**src/rtl/cda_pkg.sv**
```systemverilog
// ----------------------------------------------------------------------------
// cda_pkg: shared types and functions for the calendar date adder
// Request format, operation codes, back-end states and Gregorian month rules.
// ----------------------------------------------------------------------------
package cda_pkg;

  localparam int unsigned QueueDepth = 2;

  localparam logic [15:0] YearMax  = 16'hFFFF;
  localparam logic [15:0] Inv25    = 16'h5C29;
  localparam logic [15:0] Mul25Max = 16'd2621;
  localparam logic [3:0]  MonthMax = 4'd12;

  typedef enum logic [1:0] {
    OpDays   = 2'd0,
    OpMonths = 2'd1,
    OpYears  = 2'd2
  } op_e;

  typedef enum logic [1:0] {
    BkIdle,
    BkRun,
    BkFinish
  } back_state_e;

  typedef struct packed {
    op_e         op;
    logic [14:0] amount;
    logic [4:0]  day;
    logic [3:0]  month;
    logic [15:0] year;
  } date_req_t;

  typedef struct packed {
    logic      empty;
    date_req_t req;
  } queue_head_t;

  function automatic logic leap_year(input logic [15:0] y);
    logic [31:0] prod;
    logic        div25;
    prod  = 32'(y) * 32'(Inv25);
    div25 = (prod[15:0] <= Mul25Max);
    return ((y[1:0] == 2'd0) && !div25) || ((y[3:0] == 4'd0) && div25);
  endfunction

  function automatic logic [4:0] month_length(input logic [15:0] y, input logic [3:0] m);
    logic [4:0] len;
    case (m)
      4'd2:                      len = leap_year(y) ? 5'd29 : 5'd28;
      4'd4, 4'd6, 4'd9, 4'd11:   len = 5'd30;
      default:                   len = 5'd31;
    endcase
    return len;
  endfunction

endpackage

```
**src/rtl/cda_front.sv**
```systemverilog
// ----------------------------------------------------------------------------
// cda_front: request intake
// Takes an item, brings the start date into range and pushes it to the queue.
// ----------------------------------------------------------------------------
module cda_front (
  input  logic                 push,
  input  logic [1:0]           op_i,
  input  logic [14:0]          amount_i,
  input  logic [4:0]           start_day_i,
  input  logic [3:0]           start_month_i,
  input  logic [15:0]          start_year_i,
  input  logic                 q_full_i,
  output logic                 q_push_o,
  output cda_pkg::date_req_t   q_req_o
);
  import cda_pkg::*;

  logic [3:0]  month;
  logic [15:0] year;
  logic [4:0]  day;
  logic [4:0]  len;

  always_comb begin
    if (start_month_i == 4'd0) begin
      month = 4'd1;
    end else if (start_month_i > MonthMax) begin
      month = MonthMax;
    end else begin
      month = start_month_i;
    end
    year = (start_year_i == 16'd0) ? 16'd1 : start_year_i;
    day  = (start_day_i == 5'd0) ? 5'd1 : start_day_i;
    len  = month_length(year, month);
    if (day > len) begin
      day = len;
    end
  end

  assign q_push_o       = push && !q_full_i;
  assign q_req_o.op     = op_e'(op_i);
  assign q_req_o.amount = amount_i;
  assign q_req_o.day    = day;
  assign q_req_o.month  = month;
  assign q_req_o.year   = year;

endmodule

```
**src/rtl/cda_queue.sv**
```systemverilog
// ----------------------------------------------------------------------------
// cda_queue: request queue
// Short FIFO that decouples intake from the date stepper.
// ----------------------------------------------------------------------------
module cda_queue #(
  parameter int unsigned Depth = cda_pkg::QueueDepth
) (
  input  logic                  clk_i,
  input  logic                  rst_ni,
  input  logic                  push_i,
  input  cda_pkg::date_req_t    req_i,
  output logic                  full_o,
  input  logic                  pop_i,
  output cda_pkg::queue_head_t  head_o
);
  import cda_pkg::*;

  localparam int unsigned PtrW = (Depth > 1) ? $clog2(Depth) : 1;
  localparam int unsigned CntW = $clog2(Depth + 1);
  localparam logic [PtrW-1:0] PtrLast = PtrW'(Depth - 1);
  localparam logic [CntW-1:0] CntFull = CntW'(Depth);

  date_req_t       mem [Depth];
  logic [PtrW-1:0] wr_ptr_q, wr_ptr_d;
  logic [PtrW-1:0] rd_ptr_q, rd_ptr_d;
  logic [CntW-1:0] cnt_q, cnt_d;
  logic            do_push, do_pop;

  assign full_o       = (cnt_q == CntFull);
  assign head_o.empty = (cnt_q == '0);
  assign head_o.req   = mem[rd_ptr_q];

  assign do_push = push_i && !full_o;
  assign do_pop  = pop_i && !head_o.empty;

  always_comb begin
    wr_ptr_d = wr_ptr_q;
    rd_ptr_d = rd_ptr_q;
    cnt_d    = cnt_q;
    if (do_push) begin
      wr_ptr_d = (wr_ptr_q == PtrLast) ? '0 : wr_ptr_q + 1'b1;
    end
    if (do_pop) begin
      rd_ptr_d = (rd_ptr_q == PtrLast) ? '0 : rd_ptr_q + 1'b1;
    end
    if (do_push && !do_pop) begin
      cnt_d = cnt_q + 1'b1;
    end else if (!do_push && do_pop) begin
      cnt_d = cnt_q - 1'b1;
    end
  end

  always_ff @(posedge clk_i or negedge rst_ni) begin
    if (!rst_ni) begin
      wr_ptr_q <= '0;
      rd_ptr_q <= '0;
      cnt_q    <= '0;
    end else begin
      wr_ptr_q <= wr_ptr_d;
      rd_ptr_q <= rd_ptr_d;
      cnt_q    <= cnt_d;
    end
  end

  always_ff @(posedge clk_i) begin
    if (do_push) begin
      mem[wr_ptr_q] <= req_i;
    end
  end

endmodule

```
**src/rtl/cda_back.sv**
```systemverilog
// ----------------------------------------------------------------------------
// cda_back: date stepper
// Steps days or months one per cycle, adds years at once, holds the result.
// ----------------------------------------------------------------------------
module cda_back (
  input  logic                  clk_i,
  input  logic                  rst_ni,
  input  cda_pkg::queue_head_t  head_i,
  output logic                  q_pop_o,
  input  logic                  pop,
  output logic                  empty,
  output logic [4:0]            end_day_o,
  output logic [3:0]            end_month_o,
  output logic [15:0]           end_year_o,
  output logic                  year_overflow_o
);
  import cda_pkg::*;

  back_state_e state_q, state_d;
  op_e         op_q, op_d;
  logic [14:0] cnt_q, cnt_d;
  logic [4:0]  day_q, day_d;
  logic [3:0]  month_q, month_d;
  logic [15:0] year_q, year_d;
  logic        ovf_q, ovf_d;
  logic        out_valid_q, out_valid_d;
  logic        out_load;
  logic [4:0]  len;
  logic [16:0] year_sum;
  logic [4:0]  out_day_q, out_day_d;
  logic [3:0]  out_month_q;
  logic [15:0] out_year_q;
  logic        out_ovf_q;

  assign len      = month_length(year_q, month_q);
  assign year_sum = 17'(year_q) + 17'(cnt_q);
  assign out_day_d = (day_q > len) ? len : day_q;

  always_comb begin
    state_d     = state_q;
    op_d        = op_q;
    cnt_d       = cnt_q;
    day_d       = day_q;
    month_d     = month_q;
    year_d      = year_q;
    ovf_d       = ovf_q;
    q_pop_o     = 1'b0;
    out_load    = 1'b0;
    out_valid_d = out_valid_q && !pop;
    case (state_q)
      BkIdle: begin
        if (!head_i.empty) begin
          q_pop_o = 1'b1;
          op_d    = head_i.req.op;
          cnt_d   = head_i.req.amount;
          day_d   = head_i.req.day;
          month_d = head_i.req.month;
          year_d  = head_i.req.year;
          ovf_d   = 1'b0;
          state_d = BkRun;
        end
      end
      BkRun: begin
        case (op_q)
          OpDays: begin
            if (cnt_q == '0) begin
              state_d = BkFinish;
            end else begin
              cnt_d = cnt_q - 1'b1;
              if (day_q < len) begin
                day_d = day_q + 1'b1;
              end else if (month_q < MonthMax) begin
                month_d = month_q + 1'b1;
                day_d   = 5'd1;
              end else if (year_q < YearMax) begin
                year_d  = year_q + 1'b1;
                month_d = 4'd1;
                day_d   = 5'd1;
              end else begin
                ovf_d   = 1'b1;
                state_d = BkFinish;
              end
            end
          end
          OpMonths: begin
            if (cnt_q == '0) begin
              state_d = BkFinish;
            end else begin
              cnt_d = cnt_q - 1'b1;
              day_d = out_day_d;
              if (month_q < MonthMax) begin
                month_d = month_q + 1'b1;
              end else if (year_q < YearMax) begin
                year_d  = year_q + 1'b1;
                month_d = 4'd1;
              end else begin
                ovf_d   = 1'b1;
                state_d = BkFinish;
              end
            end
          end
          OpYears: begin
            if (year_sum[16]) begin
              year_d = YearMax;
              ovf_d  = 1'b1;
            end else begin
              year_d = year_sum[15:0];
            end
            state_d = BkFinish;
          end
          default: begin
            state_d = BkFinish;
          end
        endcase
      end
      BkFinish: begin
        if (!out_valid_q || pop) begin
          out_load    = 1'b1;
          out_valid_d = 1'b1;
          state_d     = BkIdle;
        end
      end
      default: begin
        state_d = BkIdle;
      end
    endcase
  end

  always_ff @(posedge clk_i or negedge rst_ni) begin
    if (!rst_ni) begin
      state_q     <= BkIdle;
      out_valid_q <= 1'b0;
    end else begin
      state_q     <= state_d;
      out_valid_q <= out_valid_d;
    end
  end

  always_ff @(posedge clk_i) begin
    op_q    <= op_d;
    cnt_q   <= cnt_d;
    day_q   <= day_d;
    month_q <= month_d;
    year_q  <= year_d;
    ovf_q   <= ovf_d;
    if (out_load) begin
      out_day_q   <= out_day_d;
      out_month_q <= month_q;
      out_year_q  <= year_q;
      out_ovf_q   <= ovf_q;
    end
  end

  assign empty           = !out_valid_q;
  assign end_day_o       = out_day_q;
  assign end_month_o     = out_month_q;
  assign end_year_o      = out_year_q;
  assign year_overflow_o = out_ovf_q;

endmodule

```
**src/rtl/calendar_date_adder_core.sv**
```systemverilog
// ----------------------------------------------------------------------------
// calendar_date_adder_core: Gregorian date adder, top level
// The date stepper advances one day or one month per cycle, adds years at once
//   and takes one item at a time, from idle through run to finish; it waits in
//   finish while the previous result is still held and not popped.
// Reset: asynchronous, clears queue and stepper control; no result pending.
// ----------------------------------------------------------------------------
module calendar_date_adder_core #(
  parameter int unsigned QueueDepth = cda_pkg::QueueDepth
) (
  input  logic        clk_i,
  input  logic        rst_ni,
  input  logic        push,
  output logic        full,
  input  logic [1:0]  op_i,
  input  logic [14:0] amount_i,
  input  logic [4:0]  start_day_i,
  input  logic [3:0]  start_month_i,
  input  logic [15:0] start_year_i,
  output logic        empty,
  input  logic        pop,
  output logic [4:0]  end_day_o,
  output logic [3:0]  end_month_o,
  output logic [15:0] end_year_o,
  output logic        year_overflow_o
);
  import cda_pkg::*;

  logic        q_push;
  logic        q_pop;
  date_req_t   q_req;
  queue_head_t q_head;

  cda_front u_front (
    .push          (push),
    .op_i          (op_i),
    .amount_i      (amount_i),
    .start_day_i   (start_day_i),
    .start_month_i (start_month_i),
    .start_year_i  (start_year_i),
    .q_full_i      (full),
    .q_push_o      (q_push),
    .q_req_o       (q_req)
  );

  cda_queue #(
    .Depth (QueueDepth)
  ) u_queue (
    .clk_i  (clk_i),
    .rst_ni (rst_ni),
    .push_i (q_push),
    .req_i  (q_req),
    .full_o (full),
    .pop_i  (q_pop),
    .head_o (q_head)
  );

  cda_back u_back (
    .clk_i           (clk_i),
    .rst_ni          (rst_ni),
    .head_i          (q_head),
    .q_pop_o         (q_pop),
    .pop             (pop),
    .empty           (empty),
    .end_day_o       (end_day_o),
    .end_month_o     (end_month_o),
    .end_year_o      (end_year_o),
    .year_overflow_o (year_overflow_o)
  );

endmodule

```
**config.mk**
```make
export PLATFORM = sky130hd
export DESIGN_NAME = calendar_date_adder_core
export DESIGN_NICKNAME = d
export VERILOG_FILES = /design/src/rtl/cda_pkg.sv /design/src/rtl/cda_front.sv /design/src/rtl/cda_queue.sv /design/src/rtl/cda_back.sv /design/src/rtl/calendar_date_adder_core.sv
export SDC_FILE = /design/constraint.sdc
export NUM_CORES = 1
export LEC_CHECK = 0
export BUFFER_PORTS_ARGS = -buffer_cell sky130_fd_sc_hd__clkbuf_2
export CAP_MARGIN = 5
export CORE_AREA = 2 2 168 170
export DETAILED_ROUTE_END_ITERATION = 7
export DIE_AREA = 0 0 170 172
export PLACE_DENSITY = 0.62
export SLEW_MARGIN = 20
export SYNTH_ARGS = -nofsm -noshare
export SYNTH_HDL_FRONTEND = slang
export SYNTH_SLANG_ARGS = --single-unit
export TNS_END_PERCENT = 100
```
**constraint.sdc**
```tcl
create_clock -name clk_i -period 8.13 [get_ports clk_i]
set_clock_uncertainty 0.2 [all_clocks]
set_input_delay 0.813 -clock clk_i [delete_from_list [all_inputs] [get_ports clk_i]]
set_output_delay 0.813 -clock clk_i [all_outputs]
set_load 0.05 [all_outputs]
```
; Yosys cells after proc, flatten, opt, wreduce, memory -nomap -nowiden
; Memories as Yosys holds them, arrays and structs flattened.
; Cells that the tools add are included.
[op_classes]
bitwise_logic = 1
reduce_logical = 44
order_cmp = 8
n_addsub = 9
n_mux = 69
n_eq_ne = 27
mul = 2
[op_table]
columns = operator, count
row1 = 16-bit two-way mux, 8
row2 = 16-bit case mux with 3 select lines, 1
row3 = 15-bit two-way mux, 3
row4 = 5-bit two-way mux, 9
row5 = 5-bit case mux with 2 select lines, 4
row6 = 16-bit by 12-bit <= comparator with 1-bit output (second input constant), 2
row7 = 16-bit by 15-bit multiplier with 16-bit output (second input constant), 2
row8 = 4-bit two-way mux, 8
row9 = 16-bit case mux with 2 select lines, 1
row10 = 15-bit case mux with 2 select lines, 1
row11 = 1-bit two-way mux, 19
row12 = 2-bit two-way mux, 9
row13 = 6-bit AND reduction, 3
row14 = 16-bit by 15-bit adder with 17-bit output, 1
row15 = 16-bit by 1-bit adder with 16-bit output (second input constant), 1
row16 = 4-bit by 3-bit equality test with 1-bit output (second input constant), 4
row17 = 4-bit equality test (second input constant), 4
row18 = 16-bit zero test, 1
row19 = 16-bit < comparator (second input constant), 1
row20 = 4-bit case mux with 2 select lines, 2
row21 = 15-bit zero test, 1
row22 = 15-bit by 1-bit subtractor with 15-bit output (second input constant), 1
row23 = 4-bit zero test, 3
row24 = 3-bit != test (second input constant), 4
row25 = other kinds (34), 67
[totals]
input_bits = 46
ramBits = 84
reg_bits = 76
mem_count = 1
out_inout_bits = 28
[mem_list]
columns = memory, words, word_bits, read_ports, rd_clocked_by_memory_dff, wr, line
row1 = u_queue.mem, 2, 42, 1, 0, 1, cda_queue.sv:23  ; date_req_t mem [Depth];

; Logic depth before layout (Yosys ltp)
[depth]
word_depth = 12
mapped_depth = 27
depth_no_buf = 27

; By module
; From an unflattened synthesis, not the netlist that was laid out.
[hier_totals]
hier_cells = 991
hier_area_um2 = 11607.4
[modules_own_cells]
columns = mod, cells_each, area_each_um2, seq_area_each_um2, n_inst
row1 = cda_back, 596, 6022.0, 2147.1, 1
row2 = cda_queue, 150, 3429.5, 2622.5, 1
row3 = cda_front, 245, 2155.8, 0.0, 1

; Worst setup path before layout
; Ideal clock, no wire load.
[synth_timing]
kind = register to register
from = register u_back.year_q[0]
to = register u_back.year_q[0] (enable)
path_slack_ns = 0.986
arrival_ns = 6.550
setup_ns = 0.394
path_stages_with_launch = 26
cell_sequence = edfxtp_1 -> ha_1 -> ha_1 -> inv_1 -> fa_1 -> inv_1 -> fa_1 -> inv_1 -> fa_1 -> inv_1 -> ha_1 -> ha_1 -> inv_1 -> a21o_1 -> a311oi_1 -> o41ai_1 -> or4_1 -> o21a_1 -> ha_1 -> nor2b_1 -> o21ai_0 -> inv_1 -> nor2_1 -> o311ai_0 -> o311ai_0 -> a21oi_1
[synth_between]
elab_chain_len = 10
elab_cells_between_ends = 13
classes_between = mul (1) / order compare (2) / eq/ne (1) / mux (2) / reduce/logical (7)
[synth_lines]
columns = element, line
row1 = "start, declared", cda_back.sv:24  ; logic [15:0] year_q, year_d;
row2 = "start signal, assigned", cda_back.sv:144  ; year_q <= year_d;
row3 = 16-bit by 15-bit multiplier with 16-bit output, cda_pkg.sv:42  ; prod = 32'(y) * 32'(Inv25);
row4 = 16-bit by 12-bit <= comparator with 1-bit output, cda_pkg.sv:43  ; div25 = (prod[15:0] <= Mul25Max);
row5 = 1-bit zero test, cda_pkg.sv:44  ; return ((y[1:0] == 2'd0) && !div25) || ((y[3:0] == 4'd0) && div25);
row6 = 1-bit logical AND, cda_pkg.sv:44
row7 = 1-bit logical OR (*), cda_pkg.sv:44
row8 = 1-bit two-way mux (*), cda_pkg.sv:50  ; 4'd2: len = leap_year(y) ? 5'd29 : 5'd28;
row9 = 5-bit case mux with 2 select lines (*), cda_pkg.sv:49  ; case (m)
row10 = 5-bit < comparator (*), cda_back.sv:70  ; if (day_q < len) begin
row11 = 3-bit != test (no line) (*), -
row12 = 6-bit AND reduction (no line) (*), -
; Every way passes the cells marked *; elsewhere a longest branch is shown, timed or not.
; A chain may end at the register's enable or synchronous reset.

; Worst setup path after layout
[layout_timing]
from = register u_back.year_q[0]
to = register u_back.year_q[15] (enable)
; Same word-level chain as after synthesis.

==> summary.md <==
| Metric | Value |
|---|---|
| HP Class | flip-flop to flip-flop |
| Max-slew violation count | 0 |
| Total CTS buffers | 17 |
| Slowest stage delay, CP | 0.58 ns |
| Core ar. | 27,480 um^2 |
| Fin. Hold Viols | 0 |
| Cell count after synthesis | 975 |
| Max Cap Viol | 0 |
| FMAX | 139.0 MHz |
| Hold Buf Count CTS | 1 |
| N_diodes | 0 |
| First-pass GRT wire length | 37.61 mm |
| Area Growth Syn to Fin | 11.43% |
| Yosys reg bits | 160 |
| Ys Warns | 0 |
| Most frequent CP cell | inv_1 |
| # rows | 61 |
| Clock sink count | 160 |
| CP endpoint kind | flip-flop |
| Ports | 74 |
| Mapped Area | 11,120 um^2 |
| Die ar. | 29,240 um^2 |
| Actual slew at the worst max-slew pin | 0.9954 ns |
| Initial core utilization | 40.46% |
| Largest cells by area after synthesis | edfxtp_1 (41%), ha_1 (17%), fa_1 (6.7%), inv_1 (4.4%), xnor2_1 (4.0%) |
| Minimum clock period | 7.194 ns |
| IO Port Bufs | 73 |
| CP arrival | 7.10 ns |
| H-tree depth | 4 |
| Total setup buffers inserted after CTS | 0 |
| Pin count of the biggest net entering global routing | 55 |
| CP max stage cell | edfxtp_1 |
| Final setup vio count | 0 |
| Worst-Skew Late Latency | 0.43 ns |
| Type of origin of the critical path | flip-flop |
| RSZ-0062 raised after global routing | false |
| Share of cells above drive strength 1 | 12.82% |
| Largest fanout on the critical path | 16 |
| # DRC | 0 |
| Routability cong. | 0.8682 |
| TritonRoute pass-1 iters | 4 |
| Die width | 170 um |
| WP data required | 8.04 ns |
| Predominant post-synthesis flop cell | edfxtp_1 |
| Root buf cell | clkbuf_16 |
| Fill count | 2,575 |
| Vias | 7,289 |
| Congestion Overflow GR | 0 |
| Vias in the first global route | 7,224 |
| NumNets Final | 1,266 |
| Async SR Flop Fraction | 4.375% |
| Vias/cell | 5.240 |
| Setup_tns | 0 ns |
| Syn avg cell area | 11.40 um^2 |
| Most frequent cells in the layout | edfxtp_1 (153), ha_1 (151), inv_1 (129), clkbuf_2 (73), xnor2_1 (51) |
| Area leader, netlist | edfxtp_1 |
| Max Buffers Root-to-Sink | 2 |
| Drt wl/cell | 16.49 um |
| Status | finished clean |
| Synthesized Nets | 1,209 |
| Worst rel slew slack | 33.64% |
| Post-synth top area share | 41.33% |
| Most common cell after layout, fill and taps aside | edfxtp_1 |
| CTS clk-pin slew, worst paths | 0.07 ns |
| Period utilization | 88.48% |
| Post-cts resize count | 0 |
| Post-DP HPWL | 17.96 mm |
| Initial antenna violation count | 0 |
| CTS tree | built |
| Chip height | 172 um |
| Post-synth EDFFs | 153 |
| Routed WL | 22.94 mm |
| Synth cell types | 59 |
| Post-DRT Antenna Nets | 0 |
| CP Class | flip-flop to flip-flop |
| Drt initial violations | 540 |
| Register area share after synthesis | 42.90% |
| GRT Util Overall | 16.70% |
[Yosys cell counts, types with 4 or more instances]
| cell | instances |
|---|---|
| edfxtp_1 | 153 |
| ha_1 | 151 |
| inv_1 | 129 |
| xnor2_1 | 51 |
| o21ai_0 | 48 |
| fa_1 | 37 |
| nand2_1 | 36 |
| nor2_1 | 35 |
| a21oi_1 | 34 |
| clkbuf_1 | 33 |
| mux2i_1 | 30 |
| xor2_1 | 27 |
| nor2b_1 | 19 |
| nor3_1 | 16 |
| nand2b_1 | 14 |
| o22ai_1 | 11 |
| nand3_1 | 10 |
| o21a_1 | 10 |
| mux2_2 | 9 |
| nand4_1 | 9 |
| nor4_1 | 9 |
| a211oi_1 | 8 |
| a21o_1 | 7 |
| dfrtp_1 | 7 |
| a31oi_1 | 6 |
| and2_1 | 5 |
| buf_1 | 5 |
| o221ai_1 | 5 |
| and3_1 | 4 |
| o21bai_1 | 4 |
[state kept, by name, summed over array words and instances (netlist names), 2 cells and up]
register / cells
u_back.cnt_q: 15
u_back.end_month_o: 4
u_back.end_day_o: 5
u_back.month_q: 4
u_back.year_q: 16
u_back.day_q: 5
u_back.state_q: 2
u_queue.cnt_q: 2
u_back.op_q: 2
u_back.end_year_o: 16
u_queue.mem: 84
[area by class of cell]
| cell class | count | area [um^2] | share of cell area [%] |
|---|---|---|---|
| Clock inverter | 15 | 141.4 | 1.141 |
| Clock buffer | 17 | 425.4 | 3.434 |
| Tap cell | 346 | 432.9 | 3.495 |
| Sequential cell | 160 | 4771 | 38.51 |
| Inverter | 129 | 484.2 | 3.909 |
| Timing Repair Buffer | 79 | 412.9 | 3.333 |
| Multi-Input combinational cell | 645 | 5720 | 46.18 |
[critical path: cells and delay by family, from the launching register on]
family | cells | cell delay, ns
adder cells (fa/ha/maj) | 8 | 3.06
buffers and inverters | 7 | 0.67
flip-flops | 1 | 0.58
AND/OR/NAND/NOR | 3 | 0.66
AO/OA/AOI/OAI | 8 | 1.68
[per-stage QoR]
step	hold slack, ns	instances	instance area (um^2)	utilization (%)	setup slack, ns
floorplan	0.2244	975	11120	-	0.9860
global placement	0.2850	1358	11810	42.99	1.050
detailed placement	0.2807	1358	11810	42.99	0.9533
CTS	0.2991	1391	12390	45.09	0.9183
global route	0.3248	1391	12390	45.09	0.5001
finish	0.2979	1391	12390	45.09	0.9363
[cell families (layout without fill, tap and decap cells)]
group / Yosys count / count (layout) / share of synthesized area (%)
fa+ha+maj: 188 / 188 / 23.66
xor+xnor: 78 / 78 / 6.145
simple gates: 175 / 175 / 8.306
flops: 160 / 160 / 42.90
buf+inv: 170 / 240 / 5.830
compound gates: 165 / 165 / 9.544
mux: 39 / 39 / 3.613
[metal layers]
layer  track usage [%]  up-vias  share of wire [%]
li1                  -     3586                  -
met2             27.29      159                 46
met1             22.77     3522                 48
met5                 0        -                  0
met4             5.314        0                1.8
met3             2.815       22                3.9
[final timing paths]
path,start,to,slack [ns],cells after the start
max in group asynchronous,rst_ni,u_queue.rd_ptr_q,7.01,2
worst max register to register,u_back.year_q[0],u_back.year_q[15],0.94,26
min in group asynchronous,rst_ni,u_back.out_valid_q,0.55,2
worst max-delay path,u_back.year_q[0],u_back.year_q[15],0.94,26
worst min-delay path,u_back.day_q[4],u_back.end_day_o[4],0.30,0
worst min register to register,u_back.day_q[4],u_back.end_day_o[4],0.30,0
Power is left out: the tool's default activity adds up to more than one toggle a clock period on the data nets, which glitch-free logic cannot reach.
